`src/rtl/lpmd_pkg.sv`:
```
`timescale 1ns / 1ps

package lpmd_pkg;

    typedef enum logic [1:0] {
        PH_PREFIX = 2'd0,
        PH_HEADER = 2'd1,
        PH_BODY   = 2'd2
    } phase_t;

    typedef enum logic [1:0] {
        CLS_PREFIX = 2'd0,
        CLS_HEADER = 2'd1,
        CLS_BODY   = 2'd2,
        CLS_ERROR  = 2'd3
    } byte_class_t;

    typedef enum logic [1:0] {
        ERR_NONE        = 2'd0,
        ERR_BAD_MAGIC   = 2'd1,
        ERR_BAD_HEADER  = 2'd2,
        ERR_BODY_LONG   = 2'd3
    } error_code_t;

    typedef struct packed {
        byte_class_t byte_class;
        logic [7:0]  data_out;
        logic        section_end;
        logic        message_end;
        error_code_t error_code;
    } lpmd_result_t;

    localparam int RESULT_W = $bits(lpmd_result_t);

    localparam logic [7:0] CFG_MAX_HEADER = 8'd0;
    localparam logic [7:0] CFG_MAX_BODY   = 8'd1;

    localparam logic [31:0] DEFAULT_MAX_LENGTH = 32'd10485760;
    localparam logic [3:0]  PREFIX_LAST        = 4'd11;

    localparam logic [7:0] MAGIC [4] = '{8'h53, 8'h4D, 8'h50, 8'h6D};

endpackage

```
`src/rtl/lpmd_pipe_reg.sv`:
```
`timescale 1ns / 1ps

module lpmd_pipe_reg
    import lpmd_pkg::*;
#(
    parameter int WIDTH = 8
) (
    input  logic             clk,
    input  logic             rst_n,
    input  logic             in_valid,
    output logic             in_ready,
    input  logic [WIDTH-1:0] in_data,
    output logic             out_valid,
    input  logic             out_ready,
    output logic [WIDTH-1:0] out_data
);

    logic             valid_reg;
    logic [WIDTH-1:0] data_reg;

    assign in_ready  = !valid_reg || out_ready;
    assign out_valid = valid_reg;
    assign out_data  = data_reg;

    always_ff @(posedge clk or negedge rst_n)
    begin
        if (!rst_n)
        begin
            valid_reg <= 1'b0;
        end
        else if (in_ready)
        begin
            valid_reg <= in_valid;
        end
    end

    // hold payload while stalled
    always_ff @(posedge clk)
    begin
        if (in_ready && in_valid)
        begin
            data_reg <= in_data;
        end
    end

endmodule

```
`src/rtl/lpmd_parser.sv`:
```
`timescale 1ns / 1ps

module lpmd_parser
    import lpmd_pkg::*;
#(
    parameter int LENGTH_BITS = 32
) (
    input  logic         clk,
    input  logic         rst_n,
    input  logic         cfg_valid,
    input  logic [7:0]   cfg_index,
    input  logic [31:0]  cfg_data,
    input  logic         fire,
    input  logic [7:0]   in_byte,
    output lpmd_result_t result
);

    logic [31:0]            max_header_reg;
    logic [31:0]            max_body_reg;

    phase_t                 phase_reg, phase_next;
    logic [3:0]             count_reg, count_next;
    logic                   magic_ok_reg, magic_ok_next;
    logic [LENGTH_BITS-1:0] hdr_len_reg, hdr_len_next;
    logic                   hdr_ovf_reg, hdr_ovf_next;
    logic [LENGTH_BITS-1:0] body_len_reg, body_len_next;
    logic                   body_ovf_reg, body_ovf_next;
    logic [LENGTH_BITS-1:0] left_reg, left_next;

    logic [31:0]            placed_byte;
    logic [LENGTH_BITS-1:0] placed_low;
    logic                   placed_ovf;
    logic                   first_byte;
    logic                   magic_ok_new;
    logic [LENGTH_BITS-1:0] hdr_len_new, body_len_new;
    logic                   hdr_ovf_new, body_ovf_new;
    logic                   hdr_bad, body_bad, body_empty;
    logic                   section_last;
    logic                   prefix_done;

    always_ff @(posedge clk or negedge rst_n)
    begin
        if (!rst_n)
        begin
            max_header_reg <= DEFAULT_MAX_LENGTH;
            max_body_reg   <= DEFAULT_MAX_LENGTH;
        end
        else if (cfg_valid)
        begin
            case (cfg_index)
                CFG_MAX_HEADER: max_header_reg <= cfg_data;
                CFG_MAX_BODY:   max_body_reg   <= cfg_data;
                default:        ;
            endcase
        end
    end

    // place the byte at its little-endian lane of the length word
    assign placed_byte = 32'(in_byte) << {count_reg[1:0], 3'b000};
    assign placed_low  = placed_byte[LENGTH_BITS-1:0];
    assign placed_ovf  = |(placed_byte >> LENGTH_BITS);
    assign first_byte  = (count_reg == 4'd0);
    assign prefix_done = (count_reg == PREFIX_LAST);

    always_comb
    begin
        magic_ok_new = first_byte ? 1'b1 : magic_ok_reg;
        hdr_len_new  = first_byte ? '0 : hdr_len_reg;
        hdr_ovf_new  = first_byte ? 1'b0 : hdr_ovf_reg;
        body_len_new = first_byte ? '0 : body_len_reg;
        body_ovf_new = first_byte ? 1'b0 : body_ovf_reg;
        case (count_reg[3:2])
            2'd0:
            begin
                if (in_byte != MAGIC[count_reg[1:0]])
                begin
                    magic_ok_new = 1'b0;
                end
            end
            2'd1:
            begin
                hdr_len_new = hdr_len_new | placed_low;
                hdr_ovf_new = hdr_ovf_new | placed_ovf;
            end
            default:
            begin
                body_len_new = body_len_new | placed_low;
                body_ovf_new = body_ovf_new | placed_ovf;
            end
        endcase
    end

    assign hdr_bad = hdr_ovf_new || (hdr_len_new == '0)
                     || (32'(hdr_len_new) > max_header_reg);
    assign body_bad     = body_ovf_reg || (32'(body_len_reg) > max_body_reg);
    assign body_empty   = (body_len_reg == '0);
    assign section_last = (left_reg <= LENGTH_BITS'(1));

    always_comb
    begin
        phase_next    = phase_reg;
        count_next    = count_reg;
        magic_ok_next = magic_ok_reg;
        hdr_len_next  = hdr_len_reg;
        hdr_ovf_next  = hdr_ovf_reg;
        body_len_next = body_len_reg;
        body_ovf_next = body_ovf_reg;
        left_next     = left_reg;
        case (phase_reg)
            PH_HEADER:
            begin
                left_next = section_last ? '0 : left_reg - LENGTH_BITS'(1);
                if (section_last)
                begin
                    if (body_bad || body_empty)
                    begin
                        phase_next    = PH_PREFIX;
                        count_next    = 4'd0;
                        magic_ok_next = 1'b1;
                        hdr_len_next  = '0;
                        hdr_ovf_next  = 1'b0;
                        body_len_next = '0;
                        body_ovf_next = 1'b0;
                        left_next     = '0;
                    end
                    else
                    begin
                        phase_next = PH_BODY;
                        left_next  = body_len_reg;
                    end
                end
            end
            PH_BODY:
            begin
                if (section_last)
                begin
                    phase_next    = PH_PREFIX;
                    count_next    = 4'd0;
                    magic_ok_next = 1'b1;
                    hdr_len_next  = '0;
                    hdr_ovf_next  = 1'b0;
                    body_len_next = '0;
                    body_ovf_next = 1'b0;
                    left_next     = '0;
                end
                else
                begin
                    left_next = left_reg - LENGTH_BITS'(1);
                end
            end
            default:
            begin
                phase_next    = PH_PREFIX;
                count_next    = count_reg + 4'd1;
                magic_ok_next = magic_ok_new;
                hdr_len_next  = hdr_len_new;
                hdr_ovf_next  = hdr_ovf_new;
                body_len_next = body_len_new;
                body_ovf_next = body_ovf_new;
                if (prefix_done)
                begin
                    count_next = 4'd0;
                    if (!magic_ok_new || hdr_bad)
                    begin
                        magic_ok_next = 1'b1;
                        hdr_len_next  = '0;
                        hdr_ovf_next  = 1'b0;
                        body_len_next = '0;
                        body_ovf_next = 1'b0;
                        left_next     = '0;
                    end
                    else
                    begin
                        phase_next = PH_HEADER;
                        left_next  = hdr_len_new;
                    end
                end
            end
        endcase
    end

    always_comb
    begin
        result = '{byte_class: CLS_PREFIX, data_out: 8'd0, section_end: 1'b0,
                   message_end: 1'b0, error_code: ERR_NONE};
        case (phase_reg)
            PH_HEADER:
            begin
                if (section_last && body_bad)
                begin
                    result.byte_class = CLS_ERROR;
                    result.error_code = ERR_BODY_LONG;
                end
                else
                begin
                    result.byte_class  = CLS_HEADER;
                    result.data_out    = in_byte;
                    result.section_end = section_last;
                    result.message_end = section_last && body_empty;
                end
            end
            PH_BODY:
            begin
                result.byte_class  = CLS_BODY;
                result.data_out    = in_byte;
                result.section_end = section_last;
                result.message_end = section_last;
            end
            default:
            begin
                if (prefix_done && !magic_ok_new)
                begin
                    result.byte_class = CLS_ERROR;
                    result.error_code = ERR_BAD_MAGIC;
                end
                else if (prefix_done && hdr_bad)
                begin
                    result.byte_class = CLS_ERROR;
                    result.error_code = ERR_BAD_HEADER;
                end
            end
        endcase
    end

    always_ff @(posedge clk or negedge rst_n)
    begin
        if (!rst_n)
        begin
            phase_reg    <= PH_PREFIX;
            count_reg    <= 4'd0;
            magic_ok_reg <= 1'b1;
            hdr_len_reg  <= '0;
            hdr_ovf_reg  <= 1'b0;
            body_len_reg <= '0;
            body_ovf_reg <= 1'b0;
            left_reg     <= '0;
        end
        else if (fire)
        begin
            phase_reg    <= phase_next;
            count_reg    <= count_next;
            magic_ok_reg <= magic_ok_next;
            hdr_len_reg  <= hdr_len_next;
            hdr_ovf_reg  <= hdr_ovf_next;
            body_len_reg <= body_len_next;
            body_ovf_reg <= body_ovf_next;
            left_reg     <= left_next;
        end
    end

endmodule

```
`src/rtl/length_prefixed_message_deframer.sv`:
```
`timescale 1ns / 1ps
// An accepted input byte passes the input register, parser logic and result register.
// Throughput: one byte per cycle while m_axis_tready does not stall the result register.
// Reset (rst_n, asynchronous, active low): wait for a new prefix, clear counters,
// both length limits return to 10485760. cfg_ready is always high.

module length_prefixed_message_deframer
    import lpmd_pkg::*;
#(
    parameter int LENGTH_BITS = 32
) (
    input  logic        clk,
    input  logic        rst_n,
    input  logic        s_axis_tvalid,
    output logic        s_axis_tready,
    input  logic [7:0]  s_axis_tdata,   // [7:0] in_byte
    output logic        m_axis_tvalid,
    input  logic        m_axis_tready,
    output logic [15:0] m_axis_tdata,   // [7:0] data_out, [9:8] error_code, zero pad
    output logic [2:0]  m_axis_tuser,   // [1:0] byte_class, [2] section_end
    output logic        m_axis_tlast,   // message_end
    input  logic        cfg_valid,
    output logic        cfg_ready,
    input  logic [7:0]  cfg_index,
    input  logic [31:0] cfg_data
);

    logic         s1_valid;
    logic         s1_ready;
    logic [7:0]   s1_byte;
    logic         fire;
    lpmd_result_t result;
    lpmd_result_t out_result;

    assign cfg_ready = 1'b1;
    assign fire      = s1_valid && s1_ready;

    lpmd_pipe_reg #(
        .WIDTH (8)
    ) u_in_stage (
        .clk       (clk),
        .rst_n     (rst_n),
        .in_valid  (s_axis_tvalid),
        .in_ready  (s_axis_tready),
        .in_data   (s_axis_tdata),
        .out_valid (s1_valid),
        .out_ready (s1_ready),
        .out_data  (s1_byte)
    );

    lpmd_parser #(
        .LENGTH_BITS (LENGTH_BITS)
    ) u_parser (
        .clk       (clk),
        .rst_n     (rst_n),
        .cfg_valid (cfg_valid),
        .cfg_index (cfg_index),
        .cfg_data  (cfg_data),
        .fire      (fire),
        .in_byte   (s1_byte),
        .result    (result)
    );

    lpmd_pipe_reg #(
        .WIDTH (RESULT_W)
    ) u_out_stage (
        .clk       (clk),
        .rst_n     (rst_n),
        .in_valid  (s1_valid),
        .in_ready  (s1_ready),
        .in_data   (result),
        .out_valid (m_axis_tvalid),
        .out_ready (m_axis_tready),
        .out_data  (out_result)
    );

    assign m_axis_tdata = {6'd0, out_result.error_code, out_result.data_out};
    assign m_axis_tuser = {out_result.section_end, out_result.byte_class};
    assign m_axis_tlast = out_result.message_end;

    a_error_code_class: assert property (@(posedge clk) disable iff (!rst_n)
        m_axis_tvalid |-> ((m_axis_tuser[1:0] == CLS_ERROR) == (m_axis_tdata[9:8] != ERR_NONE)))
        else $error("error code and byte class disagree");

    a_message_end_section: assert property (@(posedge clk) disable iff (!rst_n)
        (m_axis_tvalid && m_axis_tlast) |-> m_axis_tuser[2])
        else $error("message end without section end");

    a_flags_on_payload: assert property (@(posedge clk) disable iff (!rst_n)
        (m_axis_tvalid && m_axis_tuser[2]) |->
            (m_axis_tuser[1:0] == CLS_HEADER || m_axis_tuser[1:0] == CLS_BODY))
        else $error("section end on a prefix or error byte");

    a_stall_no_advance: assert property (@(posedge clk) disable iff (!rst_n)
        (s1_valid && m_axis_tvalid && !m_axis_tready) |=> $stable(u_parser.phase_reg))
        else $error("parser advanced while result stage stalled");

endmodule

```
`config.mk`:
```
export PLATFORM = sky130hd
export DESIGN_NAME = length_prefixed_message_deframer
export DESIGN_NICKNAME = d
export VERILOG_FILES = /design/src/rtl/lpmd_pkg.sv /design/src/rtl/lpmd_pipe_reg.sv /design/src/rtl/lpmd_parser.sv /design/src/rtl/length_prefixed_message_deframer.sv
export SDC_FILE = /design/constraint.sdc
export NUM_CORES = 1
export LEC_CHECK = 0
export BUFFER_PORTS_ARGS = -buffer_cell sky130_fd_sc_hd__buf_2
export CORE_ASPECT_RATIO = 0.5
export CORE_MARGIN = 4
export CORE_UTILIZATION = 45
export CTS_CLUSTER_DIAMETER = 40
export DETAILED_ROUTE_END_ITERATION = 12
export PLACE_DENSITY_LB_ADDON = 0.12
export SYNTH_ARGS = -nofsm -noshare
export SYNTH_HDL_FRONTEND = slang
export SYNTH_SLANG_ARGS = --single-unit
```
`constraint.sdc`:
```
create_clock -name clk -period 10.3 [get_ports clk]
set_input_delay 2.06 -clock clk [delete_from_list [all_inputs] [get_ports clk]]
set_output_delay 2.06 -clock clk [all_outputs]
set_load 0.1 [all_outputs]
```
* Word-level counts from Yosys, hierarchy flattened
Cells that the tools add are included.
** Storage, ports and cells
- Register bits :: 193
- Input port bits :: 53
- Output and inout port bits :: 23
- Logic and storage cells :: 124
** Operators by class
- Add/subtract/negate cells :: 2
- Order comparisons :: 4
- Eq/ne operators :: 9
- Shift operators :: 1
- Muxes and demuxes :: 63
- Bitwise logic cells :: 3
- Reduce and logical (&&, ||, !) cells :: 28
** Operator list (number)
- $mux W32 :: 16
- $pmux W32 S2 :: 3
- $gt A32 B32 Y1 :: 2
- $logic_not A32 Y1 :: 2
- $or A32 B32 Y32 :: 2
- $le A32 B1 Y1 const B :: 1
- $shl A8 B5 Y32 :: 1
- $sub A32 B1 Y32 const B :: 1
- $mux W2 :: 10
- $pmux W10 S2 :: 1
- $mux W1 :: 18
- $bmux W8 S2 :: 1
- $mux W4 :: 4
- $mux W8 :: 2
- $pmux W2 S2 :: 3
- $mux W10 :: 1
- $eq A8 B1 Y1 const B :: 1
- $logic_not A8 Y1 :: 1
- $ne A8 B8 Y1 :: 1
- $pmux W4 S2 :: 1
- $logic_or A1 B1 Y1 :: 7
- $logic_and A1 B1 Y1 :: 6
- $ne A2 B1 Y1 const B :: 3
- $pmux W1 S2 :: 3
- other kinds (14) :: 19

* Logic depth before layout (Yosys ltp)
- Depth after elaboration :: 12
- Mapped depth :: 18
- Mapped depth without buffers :: 14

* Hierarchy
From an unflattened synthesis, not the netlist that was laid out.
** Unflattened totals
- Cells, all modules :: 1123
- Area, all modules :: 10984.3 um^2
** Modules (own cells, without submodules)
- lpmd_parser :: instances 1, cells each 1083, area each 10149.7 um^2, seq. area each 4235.3 um^2
- lpmd_pipe_reg at u_out_stage :: instances 1, cells each 18, area each 474.2 um^2, seq. area each 445.4 um^2
- lpmd_pipe_reg at u_in_stage :: instances 1, cells each 12, area each 294.0 um^2, seq. area each 265.3 um^2
- length_prefixed_message_deframer :: instances 1, cells each 10, area each 66.3 um^2, seq. area each 0.0 um^2

* Worst setup path before layout
Ideal clock, no wire load.
- Kind :: in2out
- From :: input m_axis_tready
- To :: output s_axis_tready
- Arrival :: 2882 ps
- Data required time :: 8240 ps
- Setup slack :: 5358 ps
- Stages :: 1
- Path buffers :: 0
- Path through :: nand3b_1
** On the way
- Longest elaborated chain between the ends :: 2
** RTL lines
- from (decl) :: RTL line length_prefixed_message_deframer.sv:18 : input logic m_axis_tready,
- $logic_or A1 B1 Y1 (2 in a row) :: RTL line lpmd_pipe_reg.sv:21 : assign in_ready = !valid_reg || out_ready;
- to (decl) :: RTL line length_prefixed_message_deframer.sv:15 : output logic s_axis_tready,
No other way between the ends.

* Worst setup path after layout
- From :: register u_parser.count_reg[0]
- To :: register u_parser.body_len_reg[25]
** On the way
- Longest elaborated chain between the ends :: 12
- Elaborated cells between the ends (all ways) :: 27
- Classes of those cells :: order compare (1); eq/ne (2); shift (1); mux (14); bitwise (3); reduce/logical (6)
** RTL lines
- from (decl) :: RTL line lpmd_parser.sv:22 : logic [3:0] count_reg, count_next;
- from (signal assigned) :: RTL line lpmd_parser.sv:241 : count_reg <= count_next;
- branches (longest 10 deep; another with $gt A32 B32 Y1)
- $mux W32 (*) :: RTL line lpmd_parser.sv:160 : if (prefix_done)
- $pmux W32 S2 (*) :: RTL line lpmd_parser.sv:109 : case (phase_reg)
- to (signal assigned) :: RTL line lpmd_parser.sv:245 : body_len_reg <= body_len_next;
- to (decl) :: RTL line lpmd_parser.sv:26 : logic [LENGTH_BITS-1:0] body_len_reg, body_len_next;
Every way passes the cells marked *. The select of a mux whose other input is x is not followed.
A chain may end at the register's enable or synchronous reset.

==> results by stage <==
Status:
- The flow ran to the end, and the final reports show no timing, DRC or antenna violations.

Clock network:
- The number of clock buffers added by TritonCTS is 17.
- The number of post-CTS setup repair buffers is 0.
- The master cell of the clock root buffer is sky130_fd_sc_hd__clkbuf_16.
- The CTS H-tree depth is 4.
- TritonCTS built the clock tree.
- The number of clock sinks is 193.
- The latest clock arrival within the worst-skew pair is 0.45 ns.
- The clock-pin transition on the worst setup and hold timing paths is 0.08 ns.
- The worst-case clock buffer depth is 2.
- The number of buffers inserted by hold repair at cts is 0.
- In this run, post-CTS repair resized a total of 0 instances.

Yosys:
- Counting flops with a built-in enable in the synthesized netlist gives 22.
- The cell count after synthesis is 1,089.
- The largest area contributor in the synthesized netlist is sky130_fd_sc_hd__dfrtp_1.
- The number of library cell types mapped by synthesis is 70.
- In this run the biggest area consumer among cell types represents 38.6% of the synthesized area.
- After synthesis, flip-flops and latches occupy 45.9% of the total area.
- The Yosys step of the flow raised 0 warnings.
- The synthesized design contains 193 register bits.
- By area the synthesized netlist is led by sky130_fd_sc_hd__dfrtp_1, sky130_fd_sc_hd__ha_1, sky130_fd_sc_hd__a22o_1.
- The average footprint of a synthesized cell is 9.89 um2.
- The cell area that synthesis handed to floorplanning was 10,800 um2.
- The share of synthesized flip-flops with an asynchronous set or reset is 88.6%.
- The most used flip-flop cell after synthesis is sky130_fd_sc_hd__dfrtp_1.

Detailed routing:
- The first detailed-routing pass ran for 5 iterations.
- The number of DRC markers after the initial detailed-route iteration is 970.
- The routed design has 33,600 um of wire.
- Dividing the detail-routed via count by the number of cells gives 6.03.
- In the routed design, unresolved DRC markers number 0.
- The detail route stage leaves a number of antenna-violating nets equal to 0.
- The average routed wire per standard cell is 23.1 um.
- The total via count in the routed design is 8,759.

Placement:
- The congestion estimate from routability-driven global placement came to 0.931.
- The count of input and output buffers is 68.
- The worst slack at placement is 4.61 ns.
- Once placement finished, the instance area stood at 11,400 um2.
- Once detailed placement completed, the half-perimeter wirelength came to 24,300 um.

STA:
- Counting I/O delays and the setup requirement, the final critical path takes 5.82 ns.
- The number of hold violations in the final report is 0.
- The final critical path takes up 56.5% of the cycle.
- The final worst setup slack is 4.48 ns.
- On the final layout, the worst hold slack is 0.489 ns.
- Setup repair after global routing left no endpoint under its margin.
- The total of endpoints with negative setup slack in the final report is 0.
- For the pin with the worst max-slew slack, the measured transition is 1.18 ns.
- The worst slew slack as a fraction of its limit is 21.1%.
- Clock skew on the completed layout was measured at 0.0130 ns.
- The number of max-slew violations in the final report is 0.
- The highest clock frequency the design can meet is 172 MHz.
- For the final routed database, the setup TNS stands at 0 ns.

Worst hold path:
- The path category of the worst min-delay check is reg2reg.

Critical path:
- STA classifies the critical path startpoint as a flop.
- For the worst setup path, the data required time is 10.63 ns.
- Data on the critical path arrives at its endpoint at 6.14 ns.
- Of all nets on the critical path, the largest fanout is 32.
- The critical path is of the reg2reg type.
- The largest single stage delay on the critical path is 1.05 ns.
- The element type at the critical path end is a flop.
- The largest individual stage delay along the critical path comes from the cell sky130_fd_sc_hd__or4b_1.
- Traced cell by cell, the critical path runs through inv_1 -> ha_1 -> or3b_1 -> a22o_1 -> ha_1 -> nand4_1 -> nor4_1 -> nand2b_1 -> nand2_1 -> o221ai_4 -> nor2_2 -> or4b_1 -> a22o_1.

GRT:
- The global-route usage over all layers is 25.6%.
- The number of antenna violations at the first check in global routing is 0.
- The number of global-route vias before repair is 8,431.
- For this run the aggregate overflow at the end of global routing stands at 0.
- Entering global routing, the biggest net connects 111 pins.
- The first global-routing pass estimated 51,300 um of wire.

Pwr:
- The completed layout was analyzed and its total power is 0.00317 W.
- The cell area power density is 266 nW/um2.
- The leakage power is 5.46 nW.
- IR analysis of the VDD net gives a maximum drop of 131 uV.

Cells and area:
- The final instance area is 11,900 um2.
- The net count reported at finish is 1,262.
- The area added between synthesis and finish is 10.8%.
- 0 antenna diodes ended up in the layout.
- The layout filler cell count is 2,162.
- In the final layout, the share of cells above drive strength 1 is 14.1%.

Job:
- The total of max-cap violations is 0.

Floorplanning:
- The floorplan die height is 117 um.
- The number of ports placed on the die boundary is 76.
- The area of the die is 26,600 um2.
- The initial utilization of the core area, before any placement, comes to 46.5%.
- From left edge to right edge, the die measures 227 um.
- The total area inside the core boundary comes to 23,200 um2.
- The initialized floorplan defines 39 standard-cell rows.
## cell type report
class | count | area, um2 | area share [%]
clock buffer | 25 | 495 | 4.15
clock inverter | 5 | 77.6 | 0.650
inverter | 86 | 323 | 2.71
multi-input combinational | 751 | 5230 | 43.8
sequential | 193 | 4950 | 41.5
tap | 307 | 384 | 3.22
timing repair buffer | 85 | 474 | 3.98
## metrics by stage
stage               utilization, %  instances
finish                        51.5       1452
global route                  51.5       1452
CTS                           51.5       1452
detailed placement            49.0       1422
global placement              49.0       1422
floorplan                        -       1094
## cells by family (layout without fill, tap and decap cells)
| family | count (synthesis) | after routing | share of synthesized area, % |
|---|---|---|---|
| xor gates and xnor gates | 17 | 17 | 1.38 |
| other | 2 | 7 | 0.0697 |
| and+or+nand+nor | 323 | 323 | 14.9 |
| DFF | 193 | 193 | 45.9 |
| muxes | 34 | 34 | 3.54 |
| AOI/OAI and AO/OA | 295 | 295 | 19.5 |
| adders and majority gates | 75 | 75 | 8.71 |
| buffers and inverters | 150 | 201 | 5.90 |
## final timing paths
kind / start / to / slack [ns] / depth (start not counted)
worst min register to register: u_parser.hdr_ovf_reg / u_parser.hdr_ovf_reg / 0.49 / 1
max in group asynchronous: rst_n / u_out_stage.out_valid / 7.11 / 2
worst min-delay path: u_parser.hdr_ovf_reg / u_parser.hdr_ovf_reg / 0.49 / 1
min in group asynchronous: rst_n / u_parser.max_header_reg[19] / 1.78 / 1
worst max register to register: u_parser.count_reg[0] / u_parser.body_len_reg[25] / 4.48 / 13
worst max-delay path: u_parser.count_reg[0] / u_parser.body_len_reg[25] / 4.48 / 13
## per-layer routing
| layer | track usage, % | share of wire [%] | vias to the layer above | wire, um |
|---|---|---|---|---|
| li1 | - | - | 4069 | - |
| met1 | 39.6 | 48 | 4250 | 16100 |
| met2 | 32.6 | 39 | 403 | 13000 |
| met3 | 11.0 | 12 | 37 | 4040 |
| met4 | 5.36 | 1.4 | 0 | 481 |
| met5 | 0 | 0 | - | 0 |
## report_power, final
part           internal [W]  total [W]  switching [W]
combinational      0.000515    0.00131       0.000794
sequential         0.000925    0.00119       0.000262
clock              0.000381   0.000673       0.000292
total               0.00182    0.00317        0.00135
## critical path, delay by kind of cell (launching register included)
kind	cells	cell delay, ns
simple gates	7	2.96
compound gates	3	1.23
fa+ha+maj	2	0.60
flops	1	0.58
buf+inv	1	0.29
## cells in the mapped netlist (4+ instances only)
master and instances:
sky130_fd_sc_hd__a221oi_1 25, sky130_fd_sc_hd__buf_2 10, sky130_fd_sc_hd__nand2_1 117, sky130_fd_sc_hd__and3_1 7, sky130_fd_sc_hd__nand3_1 9, sky130_fd_sc_hd__nand4_1 24, sky130_fd_sc_hd__a22o_1 80, sky130_fd_sc_hd__or3_1 8
sky130_fd_sc_hd__dfrtp_1 166, sky130_fd_sc_hd__edfxtp_1 22, sky130_fd_sc_hd__nor3_1 27, sky130_fd_sc_hd__inv_1 86, sky130_fd_sc_hd__nor2_1 54, sky130_fd_sc_hd__xnor2_1 11, sky130_fd_sc_hd__dfstp_2 5, sky130_fd_sc_hd__xor2_1 6
sky130_fd_sc_hd__nor2b_1 9, sky130_fd_sc_hd__mux2_2 33, sky130_fd_sc_hd__o21a_1 4, sky130_fd_sc_hd__o221ai_1 8, sky130_fd_sc_hd__a21oi_1 40, sky130_fd_sc_hd__o21ai_0 88, sky130_fd_sc_hd__nor4_1 27, sky130_fd_sc_hd__and2_1 11
sky130_fd_sc_hd__or4_1 5, sky130_fd_sc_hd__a32o_1 6, sky130_fd_sc_hd__buf_4 10, sky130_fd_sc_hd__ha_1 75, sky130_fd_sc_hd__a21o_1 6, sky130_fd_sc_hd__o211ai_1 5, sky130_fd_sc_hd__nand2b_1 7, sky130_fd_sc_hd__clkbuf_1 38
sky130_fd_sc_hd__a221o_1 4
## layout by cell type (no fill, tap or decap), types with 4 or more instances in the layout
cell / synthesis / layout
sky130_fd_sc_hd__a21o_1: 6 / 6
sky130_fd_sc_hd__a21oi_1: 40 / 40
sky130_fd_sc_hd__a221o_1: 4 / 4
sky130_fd_sc_hd__a221oi_1: 25 / 25
sky130_fd_sc_hd__a22o_1: 80 / 80
sky130_fd_sc_hd__a32o_1: 6 / 6
sky130_fd_sc_hd__and2_1: 11 / 11
sky130_fd_sc_hd__and3_1: 7 / 7
sky130_fd_sc_hd__buf_2: 10 / 67
sky130_fd_sc_hd__buf_4: 10 / 17
sky130_fd_sc_hd__clkbuf_1: 38 / 4
sky130_fd_sc_hd__clkbuf_16: 0 / 17
sky130_fd_sc_hd__clkbuf_8: 0 / 4
sky130_fd_sc_hd__conb_1: 2 / 7
sky130_fd_sc_hd__dfrtp_1: 166 / 166
sky130_fd_sc_hd__dfstp_2: 5 / 5
sky130_fd_sc_hd__edfxtp_1: 22 / 22
sky130_fd_sc_hd__ha_1: 75 / 75
sky130_fd_sc_hd__inv_1: 86 / 86
sky130_fd_sc_hd__mux2_2: 33 / 33
sky130_fd_sc_hd__nand2_1: 117 / 117
sky130_fd_sc_hd__nand2b_1: 7 / 7
sky130_fd_sc_hd__nand3_1: 9 / 9
sky130_fd_sc_hd__nand4_1: 24 / 24
sky130_fd_sc_hd__nor2_1: 54 / 53
sky130_fd_sc_hd__nor2b_1: 9 / 8
sky130_fd_sc_hd__nor3_1: 27 / 26
sky130_fd_sc_hd__nor4_1: 27 / 27
sky130_fd_sc_hd__o211ai_1: 5 / 5
sky130_fd_sc_hd__o21a_1: 4 / 4
sky130_fd_sc_hd__o21ai_0: 88 / 88
sky130_fd_sc_hd__o221ai_1: 8 / 8
sky130_fd_sc_hd__or3_1: 8 / 8
sky130_fd_sc_hd__or4_1: 5 / 5
sky130_fd_sc_hd__xnor2_1: 11 / 11
sky130_fd_sc_hd__xor2_1: 6 / 6
No activity file was read; power rests on OpenSTA's default activity.
